$ cat config.mk
export PLATFORM = sky130hd
export DESIGN_NAME = strip_fingerprint_dual_crc
export DESIGN_NICKNAME = d
export VERILOG_FILES = /design/src/rtl/core/sfdc_pkg.sv /design/src/rtl/core/sfdc_in_reg.sv /design/src/rtl/core/sfdc_lanes.sv /design/src/rtl/core/sfdc_out_reg.sv /design/src/rtl/core/strip_fingerprint_dual_crc.sv
export VERILOG_INCLUDE_DIRS = /design/src /design/src/rtl/core
export SDC_FILE = /design/constraint.sdc
export NUM_CORES = 2
export LEC_CHECK = 0
export BUFFER_PORTS_ARGS = -buffer_cell sky130_fd_sc_hd__buf_2
export CORE_UTILIZATION = 35
export DETAILED_ROUTE_END_ITERATION = 16
export SYNTH_ARGS = -nofsm -noshare
export SYNTH_HDL_FRONTEND = slang
export SYNTH_SLANG_ARGS = --single-unit
$ cat constraint.sdc
create_clock -name clk -period 35.3 [get_ports clk]
set_clock_uncertainty 0.05 [all_clocks]
set_input_delay 7.06 -clock clk [delete_from_list [all_inputs] [get_ports clk]]
set_output_delay 7.06 -clock clk [all_outputs]
set_load 0.02 [all_outputs]
$ cat src/rtl/core/strip_fingerprint_dual_crc_defines.svh
// assertion macros for the strip fingerprint block
`ifndef STRIP_FINGERPRINT_DUAL_CRC_DEFINES_SVH
`define STRIP_FINGERPRINT_DUAL_CRC_DEFINES_SVH

// same-cycle implication, sampled on clk, off during reset
`define SFDC_ASSERT_NOW(label, ante, cons, msg) \
    label: assert property (@(posedge clk) disable iff (!rst_n) (ante) |-> (cons)) \
        else $error(msg);

// next-cycle implication, sampled on clk, off during reset
`define SFDC_ASSERT_NEXT(label, ante, cons, msg) \
    label: assert property (@(posedge clk) disable iff (!rst_n) (ante) |=> (cons)) \
        else $error(msg);

`endif

$ cat src/rtl/core/sfdc_pkg.sv
// shared types, constants and crc functions for the strip fingerprint block
`timescale 1ns / 1ps

package sfdc_pkg;

    localparam logic [31:0] CRC_POLY   = 32'hEDB8_8320;
    localparam logic [31:0] SEED_LOW   = 32'hFFFF_FFFF;
    localparam logic [31:0] SEED_HIGH  = 32'h1234_5678;
    localparam int unsigned ROT_SECOND = 29;
    localparam int unsigned ROT_FIRST  = 17;
    localparam logic [3:0]  TAIL_BYTES = 4'd4;

    typedef struct packed {
        logic        strip_first;
        logic [15:0] strip_col;
        logic [15:0] strip_row;
        logic [63:0] data_word;
        logic [3:0]  word_bytes;
        logic        row_end;
        logic        strip_end;
    } sfdc_item_t;

    typedef enum logic [1:0] {
        ACT_HOLD,
        ACT_TAIL,
        ACT_PAIR,
        ACT_LONE
    } sfdc_act_t;

    // reflected crc, bits taken lsb first
    function automatic logic [31:0] crc_feed64(input logic [31:0] crc, input logic [63:0] data);
        logic [31:0] c;
        c = crc;
        for (int i = 0; i < 64; i++)
        begin
            if (c[0] ^ data[i])
                c = (c >> 1) ^ CRC_POLY;
            else
                c = c >> 1;
        end
        return c;
    endfunction

    function automatic logic [31:0] crc_feed32(input logic [31:0] crc, input logic [31:0] data);
        logic [31:0] c;
        c = crc;
        for (int i = 0; i < 32; i++)
        begin
            if (c[0] ^ data[i])
                c = (c >> 1) ^ CRC_POLY;
            else
                c = c >> 1;
        end
        return c;
    endfunction

    function automatic logic [63:0] rotl64(input logic [63:0] v, input int unsigned r);
        return (v << r) | (v >> (64 - r));
    endfunction

endpackage

$ cat src/rtl/core/sfdc_in_reg.sv
// input register stage holding one accepted item
`timescale 1ns / 1ps

module sfdc_in_reg (
    input  logic                clk,
    input  logic                rst_n,
    input  logic                in_valid,
    output logic                in_ready,
    input  sfdc_pkg::sfdc_item_t in_item,
    input  logic                take,
    output logic                stage_valid,
    output sfdc_pkg::sfdc_item_t stage_item
);

    logic                 valid_reg;
    logic                 valid_next;
    sfdc_pkg::sfdc_item_t item_reg;

    assign in_ready   = !valid_reg || take;
    assign valid_next = (in_valid && in_ready) || (valid_reg && !take);

    always_ff @(posedge clk or negedge rst_n)
    begin
        if (!rst_n)
            valid_reg <= 1'b0;
        else
            valid_reg <= valid_next;
    end

    always_ff @(posedge clk)
    begin
        if (in_valid && in_ready)
            item_reg <= in_item;
    end

    assign stage_valid = valid_reg;
    assign stage_item  = item_reg;

endmodule

$ cat src/rtl/core/sfdc_lanes.sv
// crc lane state and per-item update logic
`timescale 1ns / 1ps
`include "strip_fingerprint_dual_crc_defines.svh"

module sfdc_lanes (
    input  logic                 clk,
    input  logic                 rst_n,
    input  logic                 advance,
    input  sfdc_pkg::sfdc_item_t item,
    output logic [63:0]          fp_next
);

    logic [31:0]         lo_reg;
    logic [31:0]         lo_next;
    logic [31:0]         hi_reg;
    logic [31:0]         hi_next;
    logic                hv_reg;
    logic                hv_next;
    logic [63:0]         held_reg;
    logic [31:0]         base_lo;
    logic [31:0]         base_hi;
    logic                hv_eff;
    logic [31:0]         lo_held;
    logic [31:0]         hi_held;
    sfdc_pkg::sfdc_act_t act;

    // a reseed drops any held word
    assign base_lo = item.strip_first ? (sfdc_pkg::SEED_LOW ^ {16'h0000, item.strip_col}) : lo_reg;
    assign base_hi = item.strip_first ? (sfdc_pkg::SEED_HIGH ^ {16'h0000, item.strip_row})
                                      : hi_reg;
    assign hv_eff  = hv_reg && !item.strip_first;

    assign lo_held = sfdc_pkg::crc_feed64(base_lo, held_reg);
    assign hi_held = sfdc_pkg::crc_feed64(base_hi,
                                          sfdc_pkg::rotl64(held_reg, sfdc_pkg::ROT_FIRST));

    always_comb
    begin
        if (item.word_bytes == sfdc_pkg::TAIL_BYTES)
            act = sfdc_pkg::ACT_TAIL;
        else if (hv_eff)
            act = sfdc_pkg::ACT_PAIR;
        else if (item.row_end || item.strip_end)
            act = sfdc_pkg::ACT_LONE;
        else
            act = sfdc_pkg::ACT_HOLD;
    end

    always_comb
    begin
        lo_next = base_lo;
        hi_next = base_hi;
        hv_next = 1'b0;
        case (act)
            sfdc_pkg::ACT_TAIL:
            begin
                // flush held word as lone, then four tail bytes unrotated
                lo_next = sfdc_pkg::crc_feed32(hv_eff ? lo_held : base_lo,
                                               item.data_word[31:0]);
                hi_next = sfdc_pkg::crc_feed32(hv_eff ? hi_held : base_hi,
                                               item.data_word[31:0]);
            end
            sfdc_pkg::ACT_PAIR:
            begin
                // high lane takes the second word first
                lo_next = sfdc_pkg::crc_feed64(lo_held, item.data_word);
                hi_next = sfdc_pkg::crc_feed64(
                    sfdc_pkg::crc_feed64(base_hi,
                        sfdc_pkg::rotl64(item.data_word, sfdc_pkg::ROT_SECOND)),
                    sfdc_pkg::rotl64(held_reg, sfdc_pkg::ROT_FIRST));
            end
            sfdc_pkg::ACT_LONE:
            begin
                lo_next = sfdc_pkg::crc_feed64(base_lo, item.data_word);
                hi_next = sfdc_pkg::crc_feed64(base_hi,
                    sfdc_pkg::rotl64(item.data_word, sfdc_pkg::ROT_FIRST));
            end
            sfdc_pkg::ACT_HOLD:
            begin
                hv_next = 1'b1;
            end
            default:
            begin
                hv_next = 1'b0;
            end
        endcase
    end

    assign fp_next = {lo_next, hi_next};

    always_ff @(posedge clk or negedge rst_n)
    begin
        if (!rst_n)
        begin
            lo_reg <= '0;
            hi_reg <= '0;
            hv_reg <= 1'b0;
        end
        else if (advance)
        begin
            lo_reg <= lo_next;
            hi_reg <= hi_next;
            hv_reg <= hv_next;
        end
    end

    always_ff @(posedge clk)
    begin
        if (advance && act == sfdc_pkg::ACT_HOLD)
            held_reg <= item.data_word;
    end

    `SFDC_ASSERT_NEXT(a_strip_end_clears_held, advance && item.strip_end, !hv_reg, "word held past strip end")
    `SFDC_ASSERT_NEXT(a_idle_keeps_lanes, !advance, $stable(lo_reg) && $stable(hi_reg) && $stable(hv_reg), "lanes changed without an item")
    `SFDC_ASSERT_NOW(a_hold_leaves_lanes, act == sfdc_pkg::ACT_HOLD, lo_next == base_lo && hi_next == base_hi, "held word fed into a lane")

endmodule

$ cat src/rtl/core/sfdc_out_reg.sv
// result register holding one fingerprint until taken
`timescale 1ns / 1ps

module sfdc_out_reg (
    input  logic        clk,
    input  logic        rst_n,
    input  logic        load,
    input  logic [63:0] load_data,
    output logic        slot_free,
    output logic        out_valid,
    input  logic        out_ready,
    output logic [63:0] fingerprint
);

    logic        valid_reg;
    logic        valid_next;
    logic [63:0] data_reg;

    assign slot_free  = !valid_reg || out_ready;
    assign valid_next = load || (valid_reg && !out_ready);

    always_ff @(posedge clk or negedge rst_n)
    begin
        if (!rst_n)
            valid_reg <= 1'b0;
        else
            valid_reg <= valid_next;
    end

    always_ff @(posedge clk)
    begin
        if (load)
            data_reg <= load_data;
    end

    assign out_valid   = valid_reg;
    assign fingerprint = data_reg;

endmodule

$ cat src/rtl/core/strip_fingerprint_dual_crc.sv
// an accepted item is held in the input register until it is taken
// taking it updates both lanes, and a strip-end item loads the result register
// in the same cycle; one item per cycle while no strip-end item waits for room
// a fingerprint waiting in the result register stalls only a strip-end item
// reset: rst_n clears both lanes, the held-word flag and both valid flags at once
`timescale 1ns / 1ps

module strip_fingerprint_dual_crc (
    input  logic        clk,
    input  logic        rst_n,
    input  logic        in_valid,
    output logic        in_ready,
    input  logic        strip_first,
    input  logic [15:0] strip_col,
    input  logic [15:0] strip_row,
    input  logic [63:0] data_word,
    input  logic [3:0]  word_bytes,
    input  logic        row_end,
    input  logic        strip_end,
    output logic        out_valid,
    input  logic        out_ready,
    output logic [63:0] fingerprint
);

    sfdc_pkg::sfdc_item_t in_item;
    sfdc_pkg::sfdc_item_t stage_item;
    logic                 stage_valid;
    logic                 take;
    logic                 slot_free;
    logic [63:0]          fp_next;

    assign in_item = '{strip_first: strip_first, strip_col: strip_col, strip_row: strip_row,
                       data_word: data_word, word_bytes: word_bytes, row_end: row_end,
                       strip_end: strip_end};

    // a strip-end item needs room in the result register
    assign take = stage_valid && (!stage_item.strip_end || slot_free);

    sfdc_in_reg u_in_reg (
        .clk         (clk),
        .rst_n       (rst_n),
        .in_valid    (in_valid),
        .in_ready    (in_ready),
        .in_item     (in_item),
        .take        (take),
        .stage_valid (stage_valid),
        .stage_item  (stage_item)
    );

    sfdc_lanes u_lanes (
        .clk     (clk),
        .rst_n   (rst_n),
        .advance (take),
        .item    (stage_item),
        .fp_next (fp_next)
    );

    sfdc_out_reg u_out_reg (
        .clk         (clk),
        .rst_n       (rst_n),
        .load        (take && stage_item.strip_end),
        .load_data   (fp_next),
        .slot_free   (slot_free),
        .out_valid   (out_valid),
        .out_ready   (out_ready),
        .fingerprint (fingerprint)
    );

endmodule

# Word level (Yosys, flattened, before mapping)
# Cells that the tools add are included.
op_classes:
  n_addsub: 0
  multipliers: 0
  div: 0
  order_cmp: 0
  n_eq_ne: 4
  shift: 0
  muxes: 900
  bitwise_logic: 1026
  n_reduce_logical: 20
op_table:
  columns: ["op", "n"]
  rows:
  - ["32-bit 2-to-1 mux", 894]
  - ["13-bit inverter with 14-bit output", 509]
  - ["1-bit bitwise XOR", 512]
  - ["32-bit one-hot mux with 3 select lines", 2]
  - ["64-bit by 17-bit OR with 64-bit output", 2]
  - ["64-bit by 29-bit OR with 64-bit output", 1]
  - ["16-bit inverter with 32-bit output", 1]
  - ["8-bit inverter with 13-bit output", 1]
  - ["1-bit logical AND", 7]
  - ["1-bit zero test", 6]
  - ["1-bit logical OR", 6]
  - ["2-bit 2-to-1 mux", 3]
  - ["2-bit == test, second input constant", 2]
  - ["4-bit by 3-bit == test with 1-bit output, second input constant", 1]
  - ["2-bit by 1-bit == test with 1-bit output, second input constant", 1]
  - ["2-bit zero test", 1]
  - ["1-bit 2-to-1 mux", 1]
totals:
  ff_bits: 298
  latch_bits: 0
  ram_bits: 0
  romBits: 0
  input_bits: 107
  out_inout_bits: 66
  memories: 0

# Longest topological paths before layout
logic_depth:
  depth_word: 387
  mapped_depth: 37

# By module
# A second synthesis with hierarchy kept.
unflattened:
  cells_unflattened: 5536
  area_unflattened_um2: 68119.1
modules_own_cells:
  columns: ["module", "n_inst", "cells_each", "area_per_inst_um2", "seq_area_each_um2"]
  rows:
  - ["sfdc_lanes", 1, 5359, 62984.2, 3548.4]
  - ["sfdc_in_reg", 1, 107, 3146.8, 3118.0]
  - ["sfdc_out_reg", 1, 67, 1969.4, 1946.9]
  - ["strip_fingerprint_dual_crc", 1, 3, 18.8, 0.0]

# Least setup slack after synthesis
# No wires, ideal clock.
synth_path:
  kind: "input to output"
  startpoint: "input out_ready"
  endpoint: "output in_ready"
  t_arrival_ns: 7.438
  slack_ns: 20.752
  path_stages: 2
  n_path_buf: 0
  cell_sequence: "nor2b_1 > nand3_1"
synth_via:
  elab_chain_cells: 4
synth_rtl:
  columns: ["element", "line", "text"]
  rows:
  - ["start, declared", "strip_fingerprint_dual_crc.sv:21", "input logic out_ready,"]
  - ["1-bit logical OR", "sfdc_out_reg.sv:19", "assign slot_free = !valid_reg || out_ready;"]
  - ["1-bit logical OR", "strip_fingerprint_dual_crc.sv:37", "assign take = stage_valid && (!stage_item.strip_end || slot_free);"]
  - ["1-bit logical AND", "strip_fingerprint_dual_crc.sv:37", null]
  - ["1-bit logical OR", "sfdc_in_reg.sv:19", "assign in_ready = !valid_reg || take;"]
  - ["end, declared", "strip_fingerprint_dual_crc.sv:12", "output logic in_ready,"]
# Every way passes these cells.

# Final worst setup path
layout_path:
  startpoint: "register u_in_reg.item_reg, in the netlist u_in_reg.stage_item[102]"
  endpoint: "register u_lanes.lo_reg[12]"
layout_via:
  elab_chain_cells: 249
layout_rtl:
  columns: ["element", "line", "text"]
  rows:
  - ["start, declared", "sfdc_in_reg.sv:17", "sfdc_pkg::sfdc_item_t item_reg;"]
  - ["start signal, assigned", "sfdc_in_reg.sv:33", "item_reg <= in_item;"]
  - ["branches (longest 248 deep; another with 32-bit 2-to-1 mux)", null, null]
  - ["32-bit one-hot mux with 3 select lines *", "sfdc_lanes.sv:54", "case (act)"]
  - ["via fp_next[44]", "strip_fingerprint_dual_crc.sv:30", "logic [63:0] fp_next;"]
  - ["end signal, assigned", "sfdc_lanes.sv:101", "lo_reg <= lo_next;"]
  - ["end, declared", "sfdc_lanes.sv:13", "logic [31:0] lo_reg;"]
# Mark *: on every way through the listed nets, which the timed path passes. The select of a mux whose other input is x is not followed.
# A chain may end at the register's enable or synchronous reset.

==> impl_metrics.yaml <==
outcome:
  outcome: "complete, no violations"
timing:
  max_freq_mhz: 64.3
  hold_ws_ns: 0.455
  fin_crit_sh: 0.441
  fin_tns_setup_ns: 0
  finalSetupViolCount: 0
  slew_viol_final: 0
  hold_violations: 0
  worst_slew_pin_slew_ns: 1.46
  rsz0062_at_grt: "no"
  period_needed_ns: 15.56
  slew_headroom: 0.0243
clock_tree:
  htreeDepth: 2
  clk_pin_slew_ns: 0.06
  postCtsHoldBufs: 0
  cts_made_buffers: 41
  post_cts_buffers: 0
  cts_root_buffer: "clkbuf_16"
  cts_tree: "built"
  cts_resized: 0
  clock_path_buffers: 3
  insertion_delay_ns: 0.67
  clkSinkCount: 298
route:
  avgViaCountPerCell: 5.24
  routed_wirelength_um: 263000
  antenna_left: 0
  drt-initial-drc-count: 4366
  vias: 42700
  wl_per_cell_um: 32.3
  drcViolationCount: 0
  first_pass_iters: 6
layout:
  multi_input_area_um2: 58300
  design_area_um2: 73600
  fill_cells: 18500
  drive_gt1_frac: 0.125
  regArea_um2: 8610
  final_cells: 8138
  nNetsFinal: 5677
  synthToLayoutAreaGrowth_pct: 8.70
  largest_register_ff_count: 103
synth:
  yosysUniqueCellTypes: 72
  ys_top_cells_by_count: "xnor2_1 (2219), xnor3_1 (847), xor2_1 (816)"
  synth_cells: 5365
  netlist.area_leader.share: 0.287
  ys.flop_type: "edfxtp_1"
  syn_avg_cell_area_um2: 12.6
  synth_area_leader_cell: "xnor2_1"
  ys_ff_latch: 298
  async_flop_share: 0.225
  synthesis.nets: 5472
  yosysSeqAreaShare: 0.127
  synth.most_common_cell: "xnor2_1"
  syn_area_um2: 67700
  synth-edff-count: 231
  ys_warn_count: 0
  synth_area_leaders: "xnor2_1 (29%), xnor3_1 (28%), xor2_1 (11%), edfxtp_1 (10%), xor3_1 (5.1%)"
floorplanning:
  rows: 161
  start_util: 0.352
  core_area_um2: 192000
  fp.dieH_um: 442
  io_pins: 173
  dieWidth_um: 442
  dieArea_um2: 195000
place:
  dpl.hpwl_um: 214000
  dp_cells: 8053
  placed_cell_area_um2: 72100
  routabilityCongestion: 0.984
  portBuffers: 172
worst_setup_path:
  cp.arrival_ns: 16.08
  max_stage_delay_ns: 1.19
  cp_data_required_time_ns: 35.82
  setup.worst_path.start_class: "register"
  worstSetupPathType: "reg2reg"
  worst-path-max-fanout: 20
  end_kind: "register"
  path_common_cell: "xnor3_1"
  crit_slowest_cell: "a21boi_1"
global_routing:
  antenna_found_initial: 17
  overflow: 0
  grt_pass1_wl_um: 361000
  grt_pass1_vias: 43500
  track_usage: 0.264
  grt_max_degree: 69
run:
  cap_viol_max_count: 0
min_path:
  hold_path_class: "reg2reg"
## final timing paths
kind | startpoint | end | slack [ns] | cells past startpoint
setup / recovery | u_in_reg.stage_item[102] | u_lanes.lo_reg[12] | 19.74 | 29
hold / removal | u_lanes.lo_reg[28] | u_lanes.lo_reg[28] | 0.45 | 2
setup reg to reg | u_in_reg.stage_item[102] | u_lanes.lo_reg[12] | 19.74 | 29
hold reg to reg | u_lanes.lo_reg[28] | u_lanes.lo_reg[28] | 0.45 | 2
max in group asynchronous | rst_n | u_out_reg.out_valid | 27.86 | 2
min in group asynchronous | rst_n | u_lanes.hi_reg[10] | 6.37 | 1
## layout by cell type, fill, tap and decap left out, types with 78 or more instances in the layout
cell and count:
xor2_1 816, xnor3_1 847, a21oi_1 91, edfxtp_1 231, xor3_1 146, xnor2_1 2219, nand2_1 78, xnor3_2 87
buf_4 142, nor2_1 89, xnor2_2 96, buf_2 171
## kinds of logic after synthesis
family / count (synthesis) / share of synthesized area
mux: 71 / 0.0123
flops: 298 / 0.127
compound gates: 317 / 0.0309
xor+xnor: 4280 / 0.803
simple gates: 231 / 0.0148
buf+inv: 168 / 0.0119
## final cells by class
type / count / share of cell area
timing repair buffer: 313 / 0.0261
clock inverter: 27 / 0.00539
inverter: 17 / 0.000901
clock buffer: 48 / 0.0144
tap: 2526 / 0.0430
antenna: 10 / 0.000340
sequential: 298 / 0.117
multi-input combinational: 4899 / 0.793
## through the flow
stage,setup WS [ns],util
floorplan,20.75,-
finish,19.74,0.382
global placement,20.00,0.375
global route,19.54,0.382
CTS,19.93,0.382
detailed placement,19.96,0.375
## metal layers
| layer | vias to the layer above | global-route usage | wire length [um] |
|---|---|---|---|
| met4 | 4 | 0.129 | 15600 |
| met3 | 480 | 0.0408 | 19400 |
| met1 | 21800 | 0.336 | 104000 |
| li1 | 18400 | - | - |
| met2 | 1939 | 0.437 | 124000 |
| met5 | - | 0 | 27 |
## worst max-delay path: cells and delay by family, from the launching register on
kind            cells  cell delay [ns]
xor+xnor           22            12.05
compound gates      4             2.25
flops               1             0.36
simple gates        1             0.31
buf+inv             1             0.25
mux                 1             0.22
Power is not shown: default switching activity piles up to over one toggle a cycle in this logic, so the estimate is an artifact.
